`src/rtl/mfe_pkg.sv`:
```
// Package for the makespan and flow-time evaluator.
// Holds command and register codes, field widths, sequencer states and divider interface types.
// No dependencies.
`default_nettype none

package mfe_pkg;

   // Command codes on req_cmd
   localparam logic [1:0] CMD_LOAD   = 2'd0;
   localparam logic [1:0] CMD_GENE   = 2'd1;
   localparam logic [1:0] CMD_FINISH = 2'd2;

   // Register indexes on the csr channel
   localparam logic [1:0] CSR_MACHINE_COUNT = 2'd0;
   localparam logic [1:0] CSR_LOT_COUNT     = 2'd1;

   // Field widths
   localparam int TIME_W  = 24;
   localparam int END_W   = 32;
   localparam int FLOW_W  = 40;
   localparam int COUNT_W = 16;
   localparam int GENE_W  = 16;
   localparam int MCNT_W  = 6;
   localparam int LCNT_W  = 9;

   // Divider geometry
   localparam int DIV_W   = 40;
   localparam int DEN_W   = 16;
   localparam int STEP_W  = 6;
   localparam logic [STEP_W-1:0] GENE_STEPS = 6'd16;
   localparam logic [STEP_W-1:0] MEAN_STEPS = 6'd40;

   typedef enum logic [2:0] {
      ST_IDLE,
      ST_GDIV,
      ST_GUPD,
      ST_GFLOW,
      ST_SCAN,
      ST_SLAST,
      ST_MDIV
   } state_type;

   // Request to the shared divider: dividend is taken MSB first, one bit per step, for steps steps
   typedef struct packed {
      logic              start;
      logic [DIV_W-1:0]  dividend;
      logic [DEN_W-1:0]  divisor;
      logic [STEP_W-1:0] steps;
   } div_req_type;

   typedef struct packed {
      logic             done;
      logic [DIV_W-1:0] quotient;
      logic [DEN_W-1:0] remainder;
   } div_rsp_type;

endpackage

`default_nettype wire

```
`src/rtl/mfe_div.sv`:
```
// Shared restoring divider, one quotient bit per cycle.
// Depends on mfe_pkg for the request and response types.
`default_nettype none

module mfe_div (
   input  wire logic               clock,
   input  wire logic               reset,
   input  wire mfe_pkg::div_req_type req,
   output      mfe_pkg::div_rsp_type rsp
);

   logic                             busy_ff,  busy_in;
   logic                             done_ff,  done_in;
   logic [mfe_pkg::STEP_W-1:0]       cnt_ff,   cnt_in;
   logic [mfe_pkg::DIV_W-1:0]        num_ff,   num_in;
   logic [mfe_pkg::DEN_W-1:0]        rem_ff,   rem_in;
   logic [mfe_pkg::DEN_W-1:0]        den_ff,   den_in;

   logic [mfe_pkg::DEN_W:0]          trial;
   logic                             qbit;

   // One restoring step: shift in the next dividend bit, subtract if it fits
   always_comb begin
      trial   = {rem_ff, num_ff[mfe_pkg::DIV_W-1]};
      qbit    = (trial >= {1'b0, den_ff});
      busy_in = busy_ff;
      done_in = 1'b0;
      cnt_in  = cnt_ff;
      num_in  = num_ff;
      rem_in  = rem_ff;
      den_in  = den_ff;
      if (req.start) begin
         busy_in = 1'b1;
         cnt_in  = req.steps;
         num_in  = req.dividend;
         rem_in  = '0;
         den_in  = req.divisor;
      end else if (busy_ff) begin
         num_in = {num_ff[mfe_pkg::DIV_W-2:0], qbit};
         rem_in = qbit ? mfe_pkg::DEN_W'(trial - {1'b0, den_ff})
                       : trial[mfe_pkg::DEN_W-1:0];
         cnt_in = cnt_ff - 1'b1;
         if (cnt_ff == mfe_pkg::STEP_W'(1)) begin
            busy_in = 1'b0;
            done_in = 1'b1;
         end
      end
   end

   // Control registers
   always_ff @(posedge clock) begin
      if (reset) begin
         busy_ff <= 1'b0;
         done_ff <= 1'b0;
         cnt_ff  <= '0;
      end else begin
         busy_ff <= busy_in;
         done_ff <= done_in;
         cnt_ff  <= cnt_in;
      end
   end

   // Datapath registers
   always_ff @(posedge clock) begin
      num_ff <= num_in;
      rem_ff <= rem_in;
      den_ff <= den_in;
   end

   assign rsp.done      = done_ff;
   assign rsp.quotient  = num_ff;
   assign rsp.remainder = rem_ff;

endmodule

`default_nettype wire

```
`config.mk`:
```
export PLATFORM = sky130hd
export DESIGN_NAME = mfe_div
export DESIGN_NICKNAME = d
export VERILOG_FILES = /design/src/rtl/mfe_pkg.sv /design/src/rtl/mfe_div.sv
export SDC_FILE = /design/constraint.sdc
export NUM_CORES = 1
export LEC_CHECK = 0
export BUFFER_PORTS_ARGS = -buffer_cell sky130_fd_sc_hd__buf_4
export CAP_MARGIN = 10
export CORE_MARGIN = 4
export CORE_UTILIZATION = 55
export CTS_CLUSTER_DIAMETER = 120
export DETAILED_ROUTE_END_ITERATION = 10
export PLACE_DENSITY = 0.84
export REMOVE_ABC_BUFFERS = 1
export SETUP_SLACK_MARGIN = 0.4
export SYNTH_ARGS = -nofsm -noshare
export SYNTH_HDL_FRONTEND = slang
export SYNTH_SLANG_ARGS = --single-unit
```
`constraint.sdc`:
```
create_clock -name clock -period 6.3 [get_ports clock]
set_input_delay 1.575 -clock clock [delete_from_list [all_inputs] [get_ports clock]]
set_output_delay 1.575 -clock clock [all_outputs]
set_load 0.01 [all_outputs]
```
==> results.py, run 1 <==
metrics = {
    "clocking": {
        "tritoncts": "built",
        "cts.repair.resized": 0,
        "hold_buffers": 0,
        "clk_latency_ns": 0.35,
        "clockBufferDepth": 2,
        "clkTransAtPathRegs_ns": 0.09,
        "clkSinkCount": 80,
        "post_cts_buffers": 0,
        "htree_levels": 3,
        "cts_buffers": 9,
        "ctsRootBufferMaster": "clkbuf_8",
    },
    "placement": {
        "placement.io_buffers": 121,
        "dp_hpwl_um": 7160,
        "place_area_um2": 5130,
        "place.gp.congestion": 0.863,
    },
    "floorplanning": {
        "initial_utilization_pct": 57.2,
        "die_w_um": 95.3,
        "core_area_um2": 7330,
        "dieArea_um2": 9080,
        "row_count": 31,
        "fp.dieH_um": 95.3,
        "num_io_pins": 122,
    },
    "logic_synthesis": {
        "syn_avg_cell_area_um2": 11.7,
        "synthCells": 359,
        "ys_seq_area_share_pct": 51.6,
        "synth-seq-cells": 80,
        "synth_edf_count": 56,
        "async_reset_ff_share_pct": 0,
        "synth.distinct_cells": 56,
        "synth-main-ff-cell": "edfxtp_1",
        "synth_common_cells": "edfxtp_1 (56), mux2_2 (40), nor2_1 (40), dfxtp_1 (24), inv_1 (23)",
        "synth_top_cell_by_area": "edfxtp_1",
        "ys_top_cells_by_area": "edfxtp_1 (40%), dfxtp_1 (11%), mux2_2 (11%)",
        "yosysMostFrequentCell": "edfxtp_1",
        "synth_area_um2": 4190,
        "yosysWarningCount": 0,
        "synth_top_area_share_pct": 40.1,
    },
    "worst_setup_path": {
        "crit_chain": "buf_4 > buf_4 > mux2_2",
        "worst-path-buf-inv": 2,
        "cpMaxStageDelayCell": "buf_4",
        "endpoint_kind": "register",
        "r2r_cells": 7,
        "r2r_setup_slack_ns": 3.68,
        "worstReg2RegEnd": "num_ff[0]$_DFFE_PP_",
        "critical-path-top-delay-family": "buffers and inverters",
        "critPathArrivalTime_ns": 2.96,
        "cp_slowest_stage_delay_ns": 0.53,
        "worstReg2RegStart": "den_ff[10]$_DFFE_PP_",
        "crit_type": "in -> reg",
        "startpoint_type": "primary input",
        "cp.required_ns": 6.41,
        "crit_fanout": 45,
        "cpMostUsedCell": "buf_4",
    },
    "detailed_routing": {
        "drc": 0,
        "wirelength_um": 10100,
        "drtPass1Iterations": 5,
        "wl_per_cell_um": 17.4,
        "vias": 3240,
        "drt_iter0_drc": 140,
        "viasPerCell": 5.61,
        "ant_nets": 0,
    },
    "grt": {
        "overflow": 0,
        "grt_pass1_wl_um": 16200,
        "grt_max_degree": 46,
        "grtUsageTotal_pct": 23.4,
        "antenna_found_initial": 0,
        "grt_pass1_vias": 3271,
    },
    "timing": {
        "finalClockSkew_ns": 0.00851,
        "tns_ns": 0,
        "finalHoldViolations": 0,
        "setup_viol": 0,
        "finalMaxSlewViolations": 0,
        "fin_crit_sh_pct": 45.2,
        "rsz0062_at_grt": "no",
        "worstMarginPinSlew_ns": 0.554,
        "period_needed_ns": 2.85,
        "slew_headroom_pct": 63.1,
        "fmax_ghz": 0.351,
    },
    "cells_and_area": {
        "area_delta_synth_final_pct": 28.5,
        "design_area_um2": 5380,
        "finalNetCount": 558,
        "drive_gt1_share_pct": 40.1,
        "diodes": 0,
    },
    "min_path": {
        "hp-start": "rem_ff[2]$_SDFFE_PP0P_",
        "hold-path-endpoint": "rem_ff[2]$_SDFFE_PP0P_",
        "hp-class": "reg -> reg",
        "hold_depth": 2,
    },
    "power_and_ir_drop": {
        "powerDensity_nw_per_um2": 279,
        "p_leak_nw": 2.31,
        "ir_drop_uv": 172,
    },
    "outcome": {
        "status": "finished clean",
    },
    "flow_run": {
        "maxCapViolations": 0,
    },
}
registers in the layout, indices dropped and copies added (netlist names):
signal / count
done_ff: 1
cnt_ff: 6
rem_ff: 16
num_ff: 40
busy_ff: 1
den_ff: 16
final cells by class:
class	instances	area, um2
Clock buffer	9	124
Multi-Input combinational cell	236	1830
Fill cell	498	1950
Clock inverter	7	126
Sequential cell	80	2160
Tap cell	99	124
Timing Repair Buffer	124	931
Inverter	23	86.3
routing by layer:
| layer | GRT usage (%) | wire, um | up-vias |
|---|---|---|---|
| met5 | 0 | 0 | - |
| met4 | 7.93 | 138 | 0 |
| met3 | 7.97 | 895 | 13 |
| met2 | 39.5 | 5080 | 125 |
| met1 | 28.0 | 3940 | 1555 |
| li1 | - | - | 1547 |
worst min-delay path, cell delays in order (launching register included):
cell and delay [ns]:
dfxtp_1 0.35, nor2_1 0.10, a211oi_1 0.05
worst max path at each step:
| stage | cells past startpoint | slack [ns] | to | from |
|---|---|---|---|---|
| after floorplan | 2 | 3.40 | num_ff[0]$_DFFE_PP_ | req[62] |
| after CTS | 3 | 3.45 | num_ff[28]$_DFFE_PP_ | req[62] |
| final | 3 | 3.45 | num_ff[28]$_DFFE_PP_ | req[62] |
| after global routing | 3 | 3.37 | num_ff[4]$_DFFE_PP_ | req[62] |
| after global placement | 3 | 3.12 | num_ff[26]$_DFFE_PP_ | req[62] |
| after detailed placement | 3 | 3.09 | num_ff[8]$_DFFE_PP_ | req[62] |
stage by stage:
step	worst slack [ns]	total power [mW]	utilization [%]	hold slack, ns	cells
after detailed placement	3.09	1.03	70.0	0.523	562
after floorplan	3.40	0.879	-	0.525	339
after global routing	3.37	1.57	73.4	0.547	578
after CTS	3.45	1.51	73.4	0.535	578
after global placement	3.12	1.02	70.0	0.510	562
final	3.45	1.50	73.4	0.535	578
power by group:
part / switching (mW) / internal, mW
clock network: 0.209 / 0.268
logic: 0.184 / 0.178
registers: 0.0370 / 0.623
placed cells by master (no fill, tap or decap), drive strengths merged, types with 2 or more instances in the layout:
master | synthesis | layout
nor3 | 2 | 2
clkbuf | 13 | 9
mux2 | 40 | 40
o21a | 2 | 2
a21oi | 20 | 20
o211ai | 3 | 3
o21ai | 5 | 5
inv | 23 | 25
o311a | 3 | 3
xor2 | 7 | 7
and4 | 2 | 2
nand2b | 2 | 2
bufinv | 0 | 3
a31oi | 4 | 4
buf | 7 | 124
o31ai | 4 | 4
nor2 | 40 | 40
ha | 18 | 18
a211oi | 8 | 8
a221oi | 2 | 2
nand4 | 2 | 2
mux2i | 6 | 6
xnor2 | 9 | 9
a311oi | 3 | 3
o2111ai | 3 | 3
nor4 | 2 | 2
a21o | 6 | 6
edfxtp | 56 | 56
nand3 | 10 | 10
dfxtp | 24 | 24
nand2 | 21 | 21
kinds of logic after synthesis:
family	Yosys count	synth area share [%]
buffers and inverters	43	4.75
XOR/XNOR	16	3.34
adder cells (fa/ha/maj)	19	5.85
multiplexers	46	12.2
AND/OR/NAND/NOR	85	9.44
flip-flops	80	51.6
AO/OA/AOI/OAI	70	12.8
No activity file was read; power rests on OpenSTA's default activity.
==> run 2, diff against run 1 <==
Settings changed: ABC_AREA set to 1, CORE_UTILIZATION 55 to 53, PLACE_DENSITY 0.84 to 0.81.
Clock period 6.3 ns to 2.89 ns, I/O delays scaled along.
==> run 2 against run 1 <==
  * Sequential power increased by 110%
  * Critical endpoint is now rem_ff[4]$_SDFFE_PP0P_
  * Worst setup slack got worse by 2.8 ns
  * Sequential share of layout area decreased by 2.2 points
  * Largest cell class unchanged
  * Global-route usage decreased by 0.24 points
  * Die area increased by 9.3%
  * First-iteration DRC count increased by 120%
==> results.py, run 2 <==
metrics = {
    "timing": {
        "fmax_ghz": 0.447,
        "fin_crit_sh_pct": 77.4,
        "worstMarginPinSlew_ns": 0.725,
        "setup_viol": 0,
        "tns_ns": 0,
        "slew_headroom_pct": 51.6,
        "rsz0062_at_grt": "no",
        "finalClockSkew_ns": 0.0152,
        "period_needed_ns": 2.24,
        "layout_setup_ws_ns": 0.652,
        "finalMaxSlewViolations": 0,
        "finalHoldViolations": 0,
    },
    "power_and_ir_drop": {
        "p_leak_nw": 2.99,
        "ir_drop_uv": 303,
        "powerDensity_nw_per_um2": 503,
        "p_total_mw": 2.86,
    },
    "grt": {
        "grt_max_degree": 48,
        "grt_pass1_wl_um": 18600,
        "overflow": 0,
        "grt_pass1_vias": 3968,
        "antenna_found_initial": 0,
        "grtUsageTotal_pct": 23.2,
    },
    "cells_and_area": {
        "diodes": 0,
        "drive_gt1_share_pct": 22.3,
        "reg.largest.list": "num_ff (40), den_ff (16), rem_ff (16)",
        "final_common_cell": "nand2_1",
        "final_cell_mix": "nand2_1 (249), buf_4 (126), inv_1 (77), edfxtp_1 (56), nand3_1 (39)",
        "finalNetCount": 775,
        "area_delta_synth_final_pct": 27.9,
        "multi_input_area_um2": 1900,
        "top_register": "num_ff",
        "final-seq-area_um2": 2160,
        "largest_reg_flops": 40,
        "postLayoutCoreUtil_pct": 69.6,
        "fillers": 662,
    },
    "detailed_routing": {
        "wl_per_cell_um": 13.9,
        "drt_iter0_drc": 309,
        "ant_nets": 0,
        "vias": 4072,
        "drtPass1Iterations": 7,
        "drc": 0,
        "viasPerCell": 5.08,
        "wirelength_um": 11200,
    },
    "clocking": {
        "clkTransAtPathRegs_ns": 0.08,
        "clk_latency_ns": 0.36,
        "clockBufferDepth": 2,
        "cts_buffers": 9,
        "clkSinkCount": 80,
        "cts.repair.resized": 0,
        "post_cts_buffers": 0,
        "hold_buffers": 0,
        "ctsRootBufferMaster": "clkbuf_8",
        "tritoncts": "built",
        "htree_levels": 3,
    },
    "worst_setup_path": {
        "crit_type": "reg -> reg",
        "critPathArrivalTime_ns": 2.51,
        "crit_fanout": 18,
        "cp.required_ns": 3.16,
        "endpoint_kind": "register",
        "startpoint_type": "register",
    },
    "logic_synthesis": {
        "synth.distinct_cells": 34,
        "ys_top_cells_by_area": "edfxtp_1 (38%), nand2_1 (21%), dfxtp_1 (11%)",
        "synth_top_cell_by_area": "edfxtp_1",
        "syn_avg_cell_area_um2": 7.81,
        "synth_compound_area_share_pct": 4.11,
        "muxShareOfSynthArea_pct": 0,
        "async_reset_ff_share_pct": 0,
        "synth-main-ff-cell": "edfxtp_1",
        "synth_top_area_share_pct": 37.8,
        "ys_seq_area_share_pct": 48.6,
        "synth_common_cells": "nand2_1 (249), inv_1 (77), edfxtp_1 (56), nand3_1 (39), dfxtp_1 (24)",
        "yosysMostFrequentCell": "nand2_1",
        "synth_edf_count": 56,
        "synth_area_um2": 4450,
        "yosys.area_share.simple_pct": 31.8,
        "synth_top_family_by_area": "simple AND/OR/NAND/NOR gates",
        "synthAdderAreaFrac_pct": 5.51,
        "synth-seq-cells": 80,
        "synthCells": 570,
        "yosysWarningCount": 0,
        "synth_xor_area_share_pct": 1.38,
    },
    "outcome": {
        "status": "finished clean",
    },
    "floorplanning": {
        "die_w_um": 99.6,
        "fp.dieH_um": 99.6,
        "initial_utilization_pct": 54.4,
        "num_io_pins": 122,
        "row_count": 33,
        "dieArea_um2": 9930,
        "core_area_um2": 8180,
    },
    "flow_run": {
        "maxCapViolations": 0,
    },
    "placement": {
        "pre_cts_ws_ns": 0.705,
        "place.gp.congestion": 0.965,
        "dp_hpwl_um": 8090,
        "placement.io_buffers": 121,
    },
    "min_path": {
        "hp-class": "reg -> reg",
    },
}
## run 2: cell types whose count changed in the layout (fill, tap and decap cells not counted), moves of 7 or more
cell      delta
a211oi_1     -7
nand3b_1     +7
a21oi_1     -10
mux2_2      -40
nand2_1    +230
nand3_1     +29
nor2_1      -20
inv_1       +54
## run 2: routing by layer
metal	wire, um	GRT usage [%]
met2	5320	38.9
met4	148	5.46
met5	0	0
met1	4630	29.5
met3	1050	7.22
## run 2: final cells by class
| cell class | instances | share of cell area [%] |
|---|---|---|
| clock inverter | 5 | 1.83 |
| timing repair buffer | 126 | 16.6 |
| tap | 105 | 2.31 |
| multi-input combinational | 394 | 33.5 |
| clock buffer | 11 | 2.49 |
| inverter | 80 | 5.28 |
| sequential | 80 | 38.0 |
## run 2: per-stage QoR
| step | cell area, um2 | instances | hold WS, ns |
|---|---|---|---|
| floorplan | 4370 | 554 | 0.453 |
| detailed placement | 5440 | 785 | 0.477 |
| global route | 5690 | 801 | 0.516 |
| global placement | 5440 | 785 | 0.471 |
| finish | 5690 | 801 | 0.490 |
| CTS | 5690 | 801 | 0.491 |
## run 2: final timing paths
path | depth (start not counted) | startpoint | slack [ns] | end
worst max-delay path | 9 | rem_ff[13]$_SDFFE_PP0P_ | 0.65 | rem_ff[4]$_SDFFE_PP0P_
worst min-delay path | 2 | rem_ff[8]$_SDFFE_PP0P_ | 0.49 | rem_ff[8]$_SDFFE_PP0P_
worst max register to register | 9 | rem_ff[13]$_SDFFE_PP0P_ | 0.65 | rem_ff[4]$_SDFFE_PP0P_
worst min register to register | 2 | rem_ff[8]$_SDFFE_PP0P_ | 0.49 | rem_ff[8]$_SDFFE_PP0P_
## run 2: worst max-delay path: stages, from the launching register on
cell     delay (ns)
dfxtp_1        0.34
ha_1           0.39
a21oi_2        0.20
o21a_1         0.16
nand2_2        0.07
nor2_4         0.43
nand2_4        0.25
nand2_1        0.11
nand3_1        0.07
o21ai_0        0.11
## run 2: kinds of logic (layout without fill, tap and decap cells)
kind of cell / count (synthesis) / in the layout
adder cells (fa/ha/maj): 19 / 19
flip-flops: 80 / 80
XOR/XNOR: 7 / 7
AND/OR/NAND/NOR: 337 / 337
buffers and inverters: 96 / 222
AO/OA/AOI/OAI: 31 / 31
## run 2: where the power goes
group	switching, mW	internal [mW]	total [mW]
clock network	0.409	0.598	1.01
registers	0.0502	1.33	1.38
logic	0.257	0.215	0.472
